===== config.mk =====
export PLATFORM = sky130hd
export DESIGN_NAME = tpt_ctrl
export DESIGN_NICKNAME = d
export VERILOG_FILES = /design/src/sv/tpt_pkg.sv /design/src/sv/tpt_ctrl.sv
export SDC_FILE = /design/constraint.sdc
export NUM_CORES = 1
export LEC_CHECK = 0
export BUFFER_PORTS_ARGS = -buffer_cell sky130_fd_sc_hd__buf_2
export CORE_AREA = 3 3 40 42
export CTS_BUF_LIST = sky130_fd_sc_hd__clkbuf_16
export DETAILED_ROUTE_END_ITERATION = 10
export DIE_AREA = 0 0 43 45
export SLEW_MARGIN = 0
export SYNTH_ARGS = -nofsm -noshare
export SYNTH_HDL_FRONTEND = slang
export SYNTH_SLANG_ARGS = --single-unit

===== constraint.sdc =====
create_clock -name clk -period 2.7 [get_ports clk]
set_clock_uncertainty 0.15 [all_clocks]
set_input_delay 0.54 -clock clk [delete_from_list [all_inputs] [get_ports clk]]
set_output_delay 0.54 -clock clk [all_outputs]
set_load 0.005 [all_outputs]

===== src/sv/tpt_pkg.sv =====
// ---------------------------------------------------------------------------
// tpt_pkg
// Shared types and constants for the TLB / page table translator.
// ---------------------------------------------------------------------------
package tpt_pkg;

  localparam int ADDR_W = 16;
  localparam int CNT_W  = 32;
  localparam logic [CNT_W-1:0] CNT_MAX = '1;

  // controller -> datapath
  typedef struct packed {
    logic accept;      // input beat taken this cycle
    logic scan_run;    // walk the page table
    logic queue_read;  // fetch the oldest frame FIFO slot
    logic commit;      // apply table, FIFO, TLB and counter updates
  } cmd_t;

  // datapath -> controller
  typedef struct packed {
    logic tlb_hit;         // lookup of the incoming address hit the TLB
    logic scan_done;       // table walk has a result this cycle
    logic scan_found;      // walk matched an entry
    logic found_resident;  // matched entry is resident
  } status_t;

endpackage


===== src/sv/tpt_ctrl.sv =====
// ---------------------------------------------------------------------------
// tpt_ctrl
// Sequencer: TLB hits finish at accept, misses walk the table, read the frame FIFO if needed, then commit.
// ---------------------------------------------------------------------------
module tpt_ctrl (
  input  logic             clk,
  input  logic             rst,
  input  logic             in_valid,
  output logic             in_stall,
  output logic             out_valid,
  input  logic             out_stall,
  input  tpt_pkg::status_t status,
  output tpt_pkg::cmd_t    cmd
);

  localparam logic [1:0] ST_IDLE   = 2'd0;
  localparam logic [1:0] ST_SCAN   = 2'd1;
  localparam logic [1:0] ST_QREAD  = 2'd2;
  localparam logic [1:0] ST_COMMIT = 2'd3;

  logic [1:0] state;
  logic [1:0] state_next;
  logic       accept;

  assign in_stall = !((state == ST_IDLE) && (!out_valid || !out_stall));
  assign accept   = in_valid && !in_stall;

  always_comb begin
    cmd.accept     = accept;
    cmd.scan_run   = (state == ST_SCAN);
    cmd.queue_read = (state == ST_QREAD);
    cmd.commit     = (state == ST_COMMIT);
  end

  always_comb begin
    state_next = state;
    case (state)
      ST_IDLE: begin
        if (accept && !status.tlb_hit) state_next = ST_SCAN;
      end
      ST_SCAN: begin
        if (status.scan_done) begin
          if (status.scan_found && status.found_resident) state_next = ST_COMMIT;
          else state_next = ST_QREAD;
        end
      end
      ST_QREAD:  state_next = ST_COMMIT;
      ST_COMMIT: state_next = ST_IDLE;
      default:   state_next = ST_IDLE;
    endcase
  end

  always_ff @(posedge clk) begin
    if (rst) begin
      state     <= ST_IDLE;
      out_valid <= 1'b0;
    end else begin
      state <= state_next;
      if ((accept && status.tlb_hit) || cmd.commit) out_valid <= 1'b1;
      else if (!out_stall) out_valid <= 1'b0;
    end
  end

endmodule


==> impl_metrics.toml, run 1 <==
[setup_path]
crit_path_top_delay_cell = "dfxtp_1"
reg2reg_from = "state[1]$_SDFFE_PP0P_"
crit_type = "reg2out"
cp_max_fo = 5
critPathTopFamily = "flip-flops"
cp.required_ps = 2010
r2r_end = "state[0]$_SDFFE_PP0P_"
setup.worst_path.end_class = "output pin"
reg2regPathDepth = 6
max_stage_delay_ps = 360
cp.depth = 4
rrSetupSlack_ps = 1170
crit_arrival_ps = 1260
crit_chain = "inv_1 > ha_1 > and3_1 > buf_2"
crit_path_start = "state[0]$_SDFFE_PP0P_"
path_buf_inv = 2
crit_end = "cmd[3]"
startpoint_type = "register"

[timing]
fmax_mhz = 514
setup_slack_ps = 755
slew_viol_final = 0
max-slew-margin-rel_pct = 84.6
hold_violations = 0
worst_slew_pin_slew_ps = 231
final_min_period_over_clock_period_pct = 72.0
grt_setup_unrepaired = "no"
finalSetupViolCount = 0
period_needed_ps = 1950
totalNegativeSetupSlack_ps = 0

[cts]
clk_latency_ps = 220
holdBufCountCts = 0
cts-resized-gates = 0
cts_tree = "done"
clk_pin_slew_worst_paths_ps = 30
clock-sinks = 3
cts_made_buffers = 3
cts_buffer_depth = 2
htreeDepth = 1
cts_root_buf = "clkbuf_16"
cts_setup_buffers = 0

[finish]
layout.cells.non_filler = 58
final_core_util_pct = 31.0
nets = 57
area_growth_pct = 63.9
antenna_cells = 0
drive_above_1_share_pct = 37.2
fillers = 136

[logic_synthesis]
syn_area_per_cell_sq_um = 8.99
syn_area_sq_um = 243
synth-seq-cells = 3
ys_types = 16
synth_nets = 40
ys_seq_area_share_pct = 24.7
syn_inst = 27
yosys_warnings = 0

[global_routing]
grt_pass1_vias = 232
grt_max_degree = 6
antenna_found_initial = 0
overflow = 0
grt_pass1_wl_um = 807
track_usage_pct = 5.82

[pwr]
ir_worst_vdd_mv = 0.240
p_comb_share_pct = 30.9
swShare_pct = 27.1
power_frac_seq_pct = 16.8
power.share.clock_pct = 52.3
cellPowerDensity_mw_per_mm2 = 1090
power_leakage_uw = 0.000203
p_sw_uw = 118
power.internal_uw = 317

[placed_design]
port_buffers = 13
place_worst_setup_slack_ps = 976
gp_congestion = 0.626
post-place-cells = 54

[floorplan]
top_level_ports = 14
die_y_um = 45
core_area_sq_mm = 0.00128
rows = 13
die_w_um = 43
start_util_pct = 18.9
dieArea_sq_mm = 0.00194

[routing]
ant_nets = 0
via_per_inst = 4.17
drcViolationCount = 0
first_iter_violations = 0
drt-total-wl_um = 477
wire_per_inst_um = 8.22
vias = 242
firstDrtPassIters = 1

[min_path]
hp-class = "in2reg"

[status]
outcome = "finished, final reports clean"

[job]
max-cap-violations = 0
==> cells by family after synthesis <==
group | count (synthesis) | share of synthesized area, %
AO/OA/AOI/OAI | 6 | 17.0
buffers and inverters | 3 | 6.19
flip-flops | 3 | 24.7
AND/OR/NAND/NOR | 9 | 22.2
multiplexers | 1 | 4.12
adder cells (fa/ha/maj) | 5 | 25.8
==> registers in the layout, summed over array words and instances (netlist names) <==
| register | cells |
|---|---|
| state | 2 |
| out_valid | 1 |
==> how the worst min path moves through the flow <==
stage | to | cells past startpoint | from
after floorplan | state[1]$_SDFFE_PP0P_ | 2 | state[1]$_SDFFE_PP0P_
after global placement | state[1]$_SDFFE_PP0P_ | 2 | state[1]$_SDFFE_PP0P_
after detailed placement | out_valid$_SDFFE_PP0P_ | 2 | out_valid$_SDFFE_PP0P_
after CTS | out_valid$_SDFFE_PP0P_ | 2 | rst
after global routing | out_valid$_SDFFE_PP0P_ | 2 | rst
final | out_valid$_SDFFE_PP0P_ | 2 | rst
==> routing by layer <==
layer	vias to the layer above	track usage, %	part of all wire, %
met1	103	4.81	42
li1	130	-	-
met2	9	10.2	48
met4	0	5.42	0
met5	-	0	0
met3	0	2.79	9.6
==> per-stage QoR <==
step / cell area [sq um] / total power (uW) / hold WS (ps)
finish: 398 / 434 / 380
global route: 398 / 468 / 400
CTS: 398 / 443 / 386
detailed placement: 319 / 211 / 389
global placement: 319 / 211 / 386
floorplan: 243 / 170 / 343
==> layout make-up <==
type	instances	area [sq um]	share of cell area [%]
clock buffer	3	75.1	18.9
clock inverter	1	3.75	0.943
inverter	2	7.51	1.89
multi-input combinational	21	168	42.1
sequential	3	60.1	15.1
tap	15	18.8	4.72
timing repair buffer	13	65.1	16.4
==> placed cells by master, fill, tap and decap left out <==
cell type | Yosys | routed
buf_2 | 0 | 13
ha_1 | 5 | 5
inv_1 | 2 | 3
a21oi_1 | 3 | 3
clkbuf_16 | 0 | 3
dfxtp_1 | 3 | 3
nand2_1 | 2 | 2
nand2b_1 | 2 | 2
and3_1 | 1 | 1
nand3b_1 | 1 | 1
nor2b_1 | 1 | 1
mux2i_1 | 1 | 1
and4_1 | 1 | 1
a211oi_1 | 1 | 1
a2111o_1 | 1 | 1
o31ai_1 | 1 | 1
nand3_1 | 1 | 1
==> Yosys cell counts (all sizes together) <==
cell	n	area, sq um
nand2	2	7.51
nor2b	1	6.26
nand2b	2	12.5
and3	1	6.26
nand3b	1	7.51
o31ai	1	7.51
inv	2	7.51
buf	1	7.51
a21oi	3	15.0
a2111o	1	11.3
dfxtp	3	60.1
ha	5	62.6
a211oi	1	7.51
mux2i	1	10.0
and4	1	8.76
nand3	1	5.00
==> power groups by stage <==
stage | clock, uW | combinational, uW | sequential, uW
after floorplan | 0 | 99.2 | 70.7
after global placement | 0 | 136 | 74.6
after detailed placement | 0 | 136 | 74.5
after CTS | 232 | 137 | 73.9
after global routing | 239 | 152 | 77.2
final | 227 | 134 | 73.0
No activity file was read; power rests on OpenSTA's default activity.
==> run 2: changes to the inputs <==
==> constraint.sdc (replaced) <==
create_clock -name clk -period 1.7 [get_ports clk]
set_clock_uncertainty 0.15 [all_clocks]
set_input_delay 0.34 -clock clk [delete_from_list [all_inputs] [get_ports clk]]
set_output_delay 0.34 -clock clk [all_outputs]
set_load 0.005 [all_outputs]
==> run 2 against run 1 <==
Routed wire length grew 28%. Clock-buffer cell count is the same. Hold slack lost 190 ps. Cell area grew 2.8%. Setup slack lost 660 ps. Register-to-register slack lost 1000 ps. Global-route usage grew 2.4 points. Sequential power grew 53%. Critical path type unchanged. Largest power group unchanged.
==> impl_metrics.toml, run 2 (synthesized netlist as in run 1, its figures left out) <==
[status]
outcome = "finished, final reports clean"

[job]
max-cap-violations = 0

[routing]
drcViolationCount = 0
ant_nets = 0
vias = 245
firstDrtPassIters = 2
wire_per_inst_um = 10.3
first_iter_violations = 2
drt-total-wl_um = 609
via_per_inst = 4.15

[finish]
antenna_cells = 0
top_regs = "state x2, out_valid x1"
layout.cells.non_filler = 59
area_growth_pct = 68.6
nets = 58
final_common_cell = "buf_2"
drive_above_1_share_pct = 45.5
fillers = 140
regMostFlops = "state"
largest_reg_flops = 2
final_area_sq_um = 409
mostFrequentLayoutCells = "buf_2, ha_1, a21oi_1, clkbuf_16"

[pwr]
swShare_pct = 28.0
power.share.clock_pct = 50.7
power.internal_uw = 522
cellPowerDensity_mw_per_mm2 = 1770
p_sw_uw = 203
power_leakage_uw = 0.000208
power_frac_seq_pct = 15.4
ir_worst_vdd_mv = 0.513
p_comb_share_pct = 33.9

[setup_path]
cp_max_fo = 5
startpoint_type = "register"
crit_type = "reg2out"
crit_arrival_ps = 1120
setup.worst_path.end_class = "output pin"
cp.required_ps = 1210

[global_routing]
antenna_found_initial = 0
track_usage_pct = 8.23
grt_pass1_vias = 246
overflow = 0
grt_pass1_wl_um = 1070
grt_max_degree = 6

[floorplan]
core_area_sq_mm = 0.00128
die_y_um = 45
rows = 13
start_util_pct = 18.9
die_w_um = 43
top_level_ports = 14
dieArea_sq_mm = 0.00194

[timing]
hold_ws_ps = 189
fmax_mhz = 623
max-slew-margin-rel_pct = 84.3
grt_setup_unrepaired = "no"
worst_slew_pin_slew_ps = 235
slew_viol_final = 0
totalNegativeSetupSlack_ps = 0
final_min_period_over_clock_period_pct = 94.4
hold_violations = 0
finalSetupViolCount = 0
period_needed_ps = 1610

[placed_design]
post-place-cells = 55
placed_area_sq_um = 327
gp_congestion = 0.632
port_buffers = 13
dpl.hpwl_um = 495

[cts]
clock-sinks = 3
clk_pin_slew_worst_paths_ps = 30
cts_tree = "done"
htreeDepth = 1
clk_latency_ps = 220
cts_buffer_depth = 2
holdBufCountCts = 0
cts_root_buf = "clkbuf_16"
cts_made_buffers = 3

[min_path]
hp-class = "in2reg"
==> run 2: cell types whose count changed in the layout (fill, tap and decap cells not counted) <==
| cell | before | now |
|---|---|---|
| ha_2 | 0 | 1 |
| buf_4 | 0 | 1 |
| dfxtp_2 | 0 | 1 |
| inv_2 | 0 | 1 |
| inv_1 | 3 | 2 |
| dfxtp_1 | 3 | 2 |
| ha_1 | 5 | 4 |
==> run 2: what timing repair did <==
action / 4_1_cts / 5_1_grt
setup buffers: 0 / 0
resized for setup: 1 / 2
setup endpoints to repair: 1 / 1
pin swaps: 0 / 0
==> run 2: final cells by class <==
class | instances | area (sq um) | area share (%)
Sequential cell | 3 | 61.3 | 15.0
Clock inverter | 1 | 3.75 | 0.917
Timing Repair Buffer | 14 | 72.6 | 17.7
Clock buffer | 3 | 75.1 | 18.3
Multi-Input combinational cell | 21 | 170 | 41.6
Inverter | 2 | 7.51 | 1.83
Tap cell | 15 | 18.8 | 4.59
==> run 2: final timing paths <==
kind                                             from                     end  slack, ps  cells after the start
worst min register to register  state[0]$_SDFFE_PP0P_   state[0]$_SDFFE_PP0P_        390                      2
worst min-delay path                              rst  out_valid$_SDFFE_PP0P_        190                      2
worst max-delay path            state[1]$_SDFFE_PP0P_                  cmd[3]         90                      4
worst max register to register  state[1]$_SDFFE_PP0P_   state[0]$_SDFFE_PP0P_        170                      6
==> run 2: per-layer routing <==
metal	share of wire (%)	up-vias	global-route usage (%)
met3	6.1	0	5.18
met5	0	-	0
li1	-	129	-
met4	0	0	7.23
met2	55	9	12.9
met1	39	107	7.43
==> run 2: metrics by stage <==
step | worst slack, ps | power (uW) | util, %
after floorplan | 218 | 270 | -
after CTS | 20.4 | 733 | 31.7
after global routing | 38.5 | 784 | 31.8
after global placement | 189 | 347 | 25.4
final | 95.0 | 726 | 31.8
after detailed placement | 191 | 352 | 25.4
==> run 2: power groups by stage <==
stage               Combinational, uW  Sequential (uW)  Clock (uW)
floorplan                         158              112           0
global placement                  240              107           0
detailed placement                244              108           0
CTS                               252              108         374
global route                      281              116         388
finish                            246              112         368
==> run 2: critical path, cell delays in order, from the launching register on <==
cell and delay, ps:
dfxtp_1 330, inv_1 90, ha_2 200, and3_1 160, buf_2 120
==> run 3: changes to the inputs <==
--- a/config.mk
+++ b/config.mk
@@ -5,7 +5,8 @@
 export SDC_FILE = /design/constraint.sdc
 export NUM_CORES = 1
 export LEC_CHECK = 0
-export BUFFER_PORTS_ARGS = -buffer_cell sky130_fd_sc_hd__buf_2
+export BUFFER_PORTS_ARGS = -buffer_cell sky130_fd_sc_hd__buf_4
+export CAP_MARGIN = 20
 export CORE_AREA = 3 3 40 42
 export CTS_BUF_LIST = sky130_fd_sc_hd__clkbuf_16
 export DETAILED_ROUTE_END_ITERATION = 10
==> run 3 against run 2 <==
Die area unchanged. Total power rose by 0.82%. Clock power decreased by 2%. Highest routed layer unchanged. Setup slack got worse by 28 ps. Global-route usage decreased by 2.8 points. Non-clock buffer count down 1. Critical path depth did not move.
==> impl_metrics.toml, run 3 (synthesized netlist as in run 1, its figures left out) <==
[finish]
nets = 57
drive_above_1_share_pct = 46.5
area_growth_pct = 79.4
top_regs = "state x2, out_valid x1"
final_common_cell = "buf_4"
largest_reg_flops = 2
antenna_cells = 0
regMostFlops = "state"
fillers = 131
mostFrequentLayoutCells = "buf_4, ha_1, a21oi_1, clkbuf_16"

[routing]
vias = 238
first_iter_violations = 5
firstDrtPassIters = 2
drcViolationCount = 0
drt-total-wl_um = 481
wire_per_inst_um = 8.29
via_per_inst = 4.10
ant_nets = 0

[setup_path]
crit_arrival_ps = 1140
cp_max_fo = 5
crit_type = "reg2out"
startpoint_type = "register"
reg2regPathDepth = 6
cp.required_ps = 1210
setup.worst_path.end_class = "output pin"

[timing]
finalSetupViolCount = 0
slew_viol_final = 0
hold_violations = 0
setup_slack_ps = 66.8
grt_setup_unrepaired = "no"
worst_slew_pin_slew_ps = 233
final_min_period_over_clock_period_pct = 96.1
max-slew-margin-rel_pct = 84.5
totalNegativeSetupSlack_ps = 0
hold_ws_ps = 163
fmax_mhz = 612
period_needed_ps = 1630

[pwr]
power_leakage_uw = 0.000210
ir_worst_vdd_mv = 0.351
cellPowerDensity_mw_per_mm2 = 1680
power_uw = 731

[floorplan]
core_area_sq_mm = 0.00128
top_level_ports = 14
dieArea_sq_mm = 0.00194
start_util_pct = 18.9
die_w_um = 43
die_y_um = 45
rows = 13

[cts]
holdBufCountCts = 0
cts_setup_buffers = 0
clk_latency_ps = 220
clk_pin_slew_worst_paths_ps = 30
cts_root_buf = "clkbuf_16"
htreeDepth = 1
cts_tree = "done"
cts_made_buffers = 3
cts_buffer_depth = 2
clock-sinks = 3

[placed_design]
dpl.hpwl_um = 415
port_buffers = 13
place_worst_setup_slack_ps = 158
gp_congestion = 0.675

[global_routing]
grt_pass1_wl_um = 800
track_usage_pct = 5.41
grt_max_degree = 6
grt_pass1_vias = 211
antenna_found_initial = 0
overflow = 0

[min_path]
holdPathStages = 2
hp-class = "in2reg"

[job]
max-cap-violations = 0

[status]
outcome = "finished, final reports clean"
## run 3: worst max-delay path, cell delays in order, from the launching register on
cell and delay (ps):
dfxtp_2 350, inv_1 80, ha_2 200, and3_1 160
buf_4 130
## run 3: what timing repair did
item | 4_1_cts | 5_1_grt
endpoints found under the setup margin | 1 | 1
pin swaps | 0 | 0
gates resized for setup | 3 | 1
## run 3: layer usage
metal / share of wire, % / track usage [%] / vias up
met5: 0 / 0 / -
met4: 0 / 1.81 / 0
met3: 10 / 2.79 / 0
met2: 48 / 8.98 / 7
met1: 42 / 6.01 / 102
li1: - / - / 129
## run 3: metrics by stage
stage,instance area (sq um),cells,util [%]
finish,435,58,33.9
global placement,352,54,27.4
floorplan,243,27,-
CTS,434,58,33.8
detailed placement,352,54,27.4
global route,435,58,33.9
## run 3: area by class of cell
class,count,area (sq um),area share [%]
inverters,2,7.51,1.72
clock inverters,1,3.75,0.862
flip-flops and latches,3,62.6,14.4
repair buffers,13,97.6,22.4
multi-input cells,21,170,39.1
well taps,15,18.8,4.31
clock buffers,3,75.1,17.2
## run 3: worst paths after layout
check,start,end,slack [ps]
max,state[1]$_SDFFE_PP0P_,cmd[3],70
min,rst,out_valid$_SDFFE_PP0P_,160
max reg2reg,state[1]$_SDFFE_PP0P_,state[0]$_SDFFE_PP0P_,180
min reg2reg,state[1]$_SDFFE_PP0P_,state[1]$_SDFFE_PP0P_,350
## run 3: where the power goes
part	switching (uW)	internal [uW]
Clock	59.3	303
Combinational	108	141
Sequential	23.9	97.1
